<file path="src/hdl/ams_pkg.sv">
// ----------------------------------------------------------------------------
// ams_pkg
// Shared types and constants for the decimal-coded accumulator machine.
// ----------------------------------------------------------------------------
`default_nettype none
package ams_pkg;

  localparam int WORD_WIDTH = 16;
  localparam int MEM_DEPTH  = 256;
  localparam int ADDR_W     = $clog2(MEM_DEPTH);
  localparam int PC_W       = 9;
  localparam int OPC_W      = 7;
  localparam int OPND_W     = 7;
  localparam int OP_W       = 9;

  // floor(w / 100) = (w * RECIP) >> RECIP_SHIFT for 0 <= w < 32768
  localparam int RECIP       = 5243;
  localparam int RECIP_SHIFT = 19;
  localparam int RECIP_W     = 13;
  localparam int DEC_BASE    = 100;
  localparam int MAX_OPC     = 99;
  localparam int COMP_BASE   = 255;

  typedef enum logic [2:0] {
    ST_LOADED   = 3'd0,
    ST_EXECUTED = 3'd1,
    ST_HALTED   = 3'd2,
    ST_PAST_END = 3'd3,
    ST_UNKNOWN  = 3'd4,
    ST_DIVZERO  = 3'd5
  } status_t;

  localparam logic [OP_W-1:0] OP_READ  = 9'd10;
  localparam logic [OP_W-1:0] OP_WRITE = 9'd11;
  localparam logic [OP_W-1:0] OP_LOAD  = 9'd20;
  localparam logic [OP_W-1:0] OP_STORE = 9'd21;
  localparam logic [OP_W-1:0] OP_ADD   = 9'd30;
  localparam logic [OP_W-1:0] OP_SUB   = 9'd31;
  localparam logic [OP_W-1:0] OP_DIV   = 9'd32;
  localparam logic [OP_W-1:0] OP_MUL   = 9'd33;
  localparam logic [OP_W-1:0] OP_COMP  = 9'd34;
  localparam logic [OP_W-1:0] OP_INC   = 9'd35;
  localparam logic [OP_W-1:0] OP_DEC   = 9'd36;
  localparam logic [OP_W-1:0] OP_JUMP  = 9'd40;
  localparam logic [OP_W-1:0] OP_JNEG  = 9'd41;
  localparam logic [OP_W-1:0] OP_HALT  = 9'd99;

  // controller to datapath
  typedef struct packed {
    logic capture;
    logic check;
    logic fetch;
    logic decode;
    logic exec;
    logic div_end;
    logic commit;
  } cmd_t;

  // datapath to controller
  typedef struct packed {
    logic kind;
    logic halted;
    logic past_end;
    logic word_neg;
    logic div_go;
    logic div_done;
    logic out_free;
  } stat_t;

endpackage
`default_nettype wire

</file>
<file path="src/hdl/ams_ctrl.sv">
// ----------------------------------------------------------------------------
// ams_ctrl
// Sequencer: steps one item through check, fetch, decode, execute, respond.
// ----------------------------------------------------------------------------
`default_nettype none
module ams_ctrl (
  input  wire logic           clk,
  input  wire logic           rst,
  input  wire logic           s_tvalid,
  output logic                s_tready,
  input  wire ams_pkg::stat_t stat,
  output ams_pkg::cmd_t       cmd
);

  typedef enum logic [7:0] {
    S_IDLE  = 8'b0000_0001,
    S_CHECK = 8'b0000_0010,
    S_FETCH = 8'b0000_0100,
    S_DEC   = 8'b0000_1000,
    S_RDOP  = 8'b0001_0000,
    S_EXEC  = 8'b0010_0000,
    S_DIVW  = 8'b0100_0000,
    S_RESP  = 8'b1000_0000
  } state_t;

  state_t state;
  state_t state_next;

  assign s_tready = (state == S_IDLE);

  // next state and commands
  always_comb begin
    state_next = state;
    cmd        = '0;
    unique case (state)
      S_IDLE: begin
        cmd.capture = s_tvalid;
        if (s_tvalid) state_next = S_CHECK;
      end
      S_CHECK: begin
        cmd.check = 1'b1;
        if (!stat.kind || stat.halted || stat.past_end) begin
          state_next = S_RESP;
        end else begin
          state_next = S_FETCH;
        end
      end
      S_FETCH: begin
        cmd.fetch  = 1'b1;
        state_next = stat.word_neg ? S_RESP : S_DEC;
      end
      S_DEC: begin
        cmd.decode = 1'b1;
        state_next = S_RDOP;
      end
      S_RDOP: begin
        state_next = S_EXEC;
      end
      S_EXEC: begin
        cmd.exec   = 1'b1;
        state_next = stat.div_go ? S_DIVW : S_RESP;
      end
      S_DIVW: begin
        if (stat.div_done) begin
          cmd.div_end = 1'b1;
          state_next  = S_RESP;
        end
      end
      S_RESP: begin
        if (stat.out_free) begin
          cmd.commit = 1'b1;
          state_next = S_IDLE;
        end
      end
      default: state_next = S_IDLE;
    endcase
  end

  always_ff @(posedge clk) begin
    if (rst) begin
      state <= S_IDLE;
    end else begin
      state <= state_next;
    end
  end

endmodule
`default_nettype wire

</file>
<file path="config.mk">
export PLATFORM = sky130hd
export DESIGN_NAME = ams_ctrl
export DESIGN_NICKNAME = d
export VERILOG_FILES = /design/src/hdl/ams_pkg.sv /design/src/hdl/ams_ctrl.sv
export SDC_FILE = /design/constraint.sdc
export NUM_CORES = 1
export LEC_CHECK = 0
export BUFFER_PORTS_ARGS = -buffer_cell sky130_fd_sc_hd__buf_2
export CORE_AREA = 2 2 39 41
export CTS_CLUSTER_SIZE = 40
export DETAILED_ROUTE_END_ITERATION = 8
export DIE_AREA = 0 0 41 43
export PLACE_DENSITY = 0.75
export REMOVE_ABC_BUFFERS = 1
export SYNTH_ARGS = -nofsm -noshare
export SYNTH_HDL_FRONTEND = slang
export SYNTH_SLANG_ARGS = --single-unit
</file>
<file path="constraint.sdc">
create_clock -name clk -period 2.05 [get_ports clk]
set_clock_uncertainty 0.05 [all_clocks]
set_input_delay 0.205 -clock clk [delete_from_list [all_inputs] [get_ports clk]]
set_output_delay 0.205 -clock clk [all_outputs]
set_load 0.1 [all_outputs]
</file>
==> flow_results.xml <==
<?xml version="1.0" encoding="UTF-8"?>
<metrics>
  <group name="floorplan">
    <metric name="initial_core_util" unit="%">39.1</metric>
    <metric name="num_rows" unit="">14</metric>
    <metric name="fp.dieArea" unit="um2">1760</metric>
    <metric name="boundaryPins" unit="">18</metric>
    <metric name="floorplan.die.height" unit="um">43</metric>
    <metric name="die_w" unit="um">41</metric>
    <metric name="placeableCoreArea" unit="um2">1380</metric>
  </group>
  <group name="clocking">
    <metric name="clock_tree.root_cell" unit="">clkbuf_4</metric>
    <metric name="cts.reportedPaths.clkPinSlew" unit="ns">0.06</metric>
    <metric name="cts.htree.levels" unit="">1</metric>
    <metric name="tritoncts" unit="">built</metric>
    <metric name="cts.sinks" unit="">8</metric>
    <metric name="cts_hold_repair.buffers" unit="">0</metric>
    <metric name="cts-buffers-inserted" unit="">3</metric>
    <metric name="clkLatencyLatePin" unit="ns">0.26</metric>
    <metric name="max-clock-path-buffers" unit="">2</metric>
  </group>
  <group name="finish">
    <metric name="reg.largest.list" unit="">state (8)</metric>
    <metric name="layout-area-overhead-vs-synth" unit="%">31.9</metric>
    <metric name="largest-register" unit="">state</metric>
    <metric name="number_of_flip_flops_in_the_largest_register" unit="">8</metric>
    <metric name="fraction_of_final_layout_cells_sized_beyond_drive_strength_1" unit="%">34.5</metric>
    <metric name="antennaDiodeCount" unit="">0</metric>
    <metric name="finish.instance_area" unit="um2">713</metric>
    <metric name="layout.nets" unit="">96</metric>
    <metric name="fin_cells" unit="">100</metric>
  </group>
  <group name="placed_design">
    <metric name="buffer_ports.inserted" unit="">17</metric>
    <metric name="placement_setup_slack" unit="ns">0.306</metric>
    <metric name="detailedPlacementHpwl" unit="um">888</metric>
    <metric name="place_inst" unit="">97</metric>
    <metric name="gpl.final_weighted_congestion" unit="">0.855</metric>
    <metric name="dpl-instance-area" unit="um2">679</metric>
  </group>
  <group name="global_routing">
    <metric name="grt_first_pass_wirelength" unit="mm">1.95</metric>
    <metric name="grt_max_degree" unit="">12</metric>
    <metric name="global_route.usage.total" unit="%">15.7</metric>
    <metric name="grt.overflow.total" unit="">0</metric>
    <metric name="antenna_violations_before_repair" unit="">0</metric>
    <metric name="number_of_global_route_vias_before_repair" unit="">493</metric>
  </group>
  <group name="yosys">
    <metric name="synth.avg_cell_area" unit="um2">8.07</metric>
    <metric name="synthMostInstantiatedCell" unit="">dfxtp_1</metric>
    <metric name="yosysWarningCount" unit="">0</metric>
    <metric name="synth_top_family_by_area" unit="">simple AND/OR/NAND/NOR gates</metric>
    <metric name="synth_area_leader_cell" unit="">dfxtp_1</metric>
    <metric name="ys_async_sr_fraction" unit="%">0</metric>
    <metric name="netlist_top_cells_count" unit="">dfxtp_1 (8), nand2b_1 (6), nor2_1 (6)</metric>
    <metric name="synthDistinctLibCells" unit="">31</metric>
    <metric name="synth_compound_gate_area_share" unit="%">11.3</metric>
    <metric name="synth_simple_gate_area_share" unit="%">50.5</metric>
    <metric name="synth-edff-count" unit="">0</metric>
    <metric name="netlist_area" unit="um2">541</metric>
    <metric name="synthMuxAreaShare" unit="%">0</metric>
    <metric name="yosys.area_share.xor_xnor" unit="%">1.62</metric>
    <metric name="synth.area.top_cells" unit="">dfxtp_1 (30%), nand2b_1 (6.9%), nor4_1 (5.8%)</metric>
    <metric name="ys_seq_elements" unit="">8</metric>
    <metric name="cells_after_synth" unit="">67</metric>
    <metric name="synth-adder-area-share" unit="%">0</metric>
    <metric name="yosys.area.top_type_share" unit="%">29.6</metric>
    <metric name="dominantRegCellSynth" unit="">dfxtp_1</metric>
    <metric name="synth.yosys.seq_area_share" unit="%">29.6</metric>
  </group>
  <group name="pwr">
    <metric name="power.combinational.fraction" unit="%">25.9</metric>
    <metric name="pwr-share-clk" unit="%">32.3</metric>
    <metric name="power.sequential.fraction" unit="%">41.7</metric>
    <metric name="cellLeakagePower" unit="uW">0.000261</metric>
    <metric name="switching_power" unit="uW">127</metric>
    <metric name="p_int" unit="uW">265</metric>
    <metric name="post-layout-total-power" unit="uW">392</metric>
    <metric name="power.ir.vdd_worst" unit="uV">453</metric>
    <metric name="powerDensity" unit="nW/um2">549</metric>
    <metric name="power_switching_share" unit="%">32.4</metric>
  </group>
  <group name="min_path">
    <metric name="min-delay-path-class" unit="">in -&gt; reg</metric>
  </group>
  <group name="sta">
    <metric name="max_freq" unit="MHz">514</metric>
    <metric name="final_hold_viol_count" unit="">0</metric>
    <metric name="timing_worst_slew_pin_value" unit="ns">0.482</metric>
    <metric name="postLayoutSetupSlackWorst" unit="ns">0.103</metric>
    <metric name="max-slew-margin-rel" unit="%">68.1</metric>
    <metric name="holdWs" unit="ns">0.0775</metric>
    <metric name="finalCritPeriodShare" unit="%">95.0</metric>
    <metric name="setup_viol" unit="">0</metric>
    <metric name="final_max_slew_viol_count" unit="">0</metric>
    <metric name="layout_min_cycle_time" unit="ns">1.95</metric>
    <metric name="setup_repair_after_global_routing_missed_its_margin" unit="">no</metric>
  </group>
  <group name="critical_path">
    <metric name="timing.setup.critical_path_class" unit="">reg -&gt; out</metric>
    <metric name="critical_path_arrival" unit="ns">1.69</metric>
    <metric name="timing.critical_path.to_type" unit="">primary output</metric>
    <metric name="cp.required" unit="ns">1.79</metric>
    <metric name="startpoint_type" unit="">flop</metric>
    <metric name="worst-path-max-fanout" unit="">9</metric>
  </group>
  <group name="detailed_routing">
    <metric name="antenna_left" unit="">0</metric>
    <metric name="avgRoutedWirePerCell" unit="um">12.4</metric>
    <metric name="via_per_inst" unit="">5.55</metric>
    <metric name="dr_total_vias" unit="">555</metric>
    <metric name="drt_pass1_iterations" unit="">4</metric>
    <metric name="aggregate_routed_wire_length" unit="mm">1.24</metric>
    <metric name="detail_route.drc_violations" unit="">0</metric>
    <metric name="dr.first_iter.drc_count" unit="">17</metric>
  </group>
  <group name="run_status">
    <metric name="status" unit="">finished, final reports clean</metric>
  </group>
  <group name="run">
    <metric name="drv_cap" unit="">0</metric>
  </group>
</metrics>
-- layout make-up --
| cell class | instances | area [um2] |
|---|---|---|
| inverters | 3 | 11.3 |
| multi-input cells | 53 | 349 |
| fillers | 136 | 671 |
| clock buffers | 3 | 22.5 |
| flip-flops and latches | 8 | 160 |
| repair buffers | 17 | 150 |
| well taps | 16 | 20.0 |
-- cells in the final DEF (no fill, tap or decap), drive strengths merged --
master,count
or2b,1
nor3b,1
nand2b,6
buf,15
or4b,2
clkbuf,5
nor4,5
a21oi,2
nor2b,1
inv,3
or4,1
nor3,4
dfxtp,8
nor2,7
a31o,1
or2,1
or3,2
xnor2,1
and2,1
nand2,4
nor4b,2
nand3,3
o211ai,1
o21ai,2
a311oi,1
o22ai,2
and3,2
-- critical path: stages, from the launching register on --
cell	delay (ns)
dfxtp_1	0.40
nor4_1	0.39
nand2_1	0.17
nor2_1	0.13
clkbuf_4	0.34
-- power groups by stage --
stage / sequential, uW / combinational, uW / clock [uW]
after floorplan: 165 / 64.2 / 0
after global placement: 166 / 100 / 0
after detailed placement: 167 / 101 / 0
after CTS: 163 / 101 / 128
after global routing: 164 / 107 / 139
final: 163 / 102 / 127
-- routing by layer --
layer  wire (um)  vias up  part of all wire (%)  track usage, %
li1            -      279                     -               -
met1         538      262                    43            19.7
met2         641       14                    52            23.8
met3          64        0                   5.1            6.28
met4           0        0                     0            4.67
met5           0        -                     0               0
-- logic make-up (layout without fill, tap and decap cells) --
logic type	Yosys count	count (layout)
buf+inv	6	23
xor+xnor	1	1
simple gates	43	43
flops	8	8
compound gates	9	9
-- final timing paths --
| path | startpoint | depth (start not counted) | end | slack [ns] |
|---|---|---|---|---|
| min | stat[3] | 2 | state[3] | 0.08 |
| max | state[5] | 4 | cmd[4] | 0.10 |
| max reg2reg | state[0] | 4 | state[6] | 0.51 |
| min reg2reg | state[4] | 2 | state[5] | 0.45 |
-- stage by stage --
step	utilization [%]	setup TNS, ns
CTS	50.7	0
global placement	49.1	0
floorplan	-	-3.00
detailed placement	49.1	0
global route	51.5	0
finish	51.5	0
-- repair_timing --
| item | in CTS | in global routing |
|---|---|---|
| gates resized for setup | 0 | 3 |
| endpoints found under the setup margin | 0 | 4 |
| buffers inserted | 0 | 0 |
Note: power is estimated with default switching activity, not from simulation.
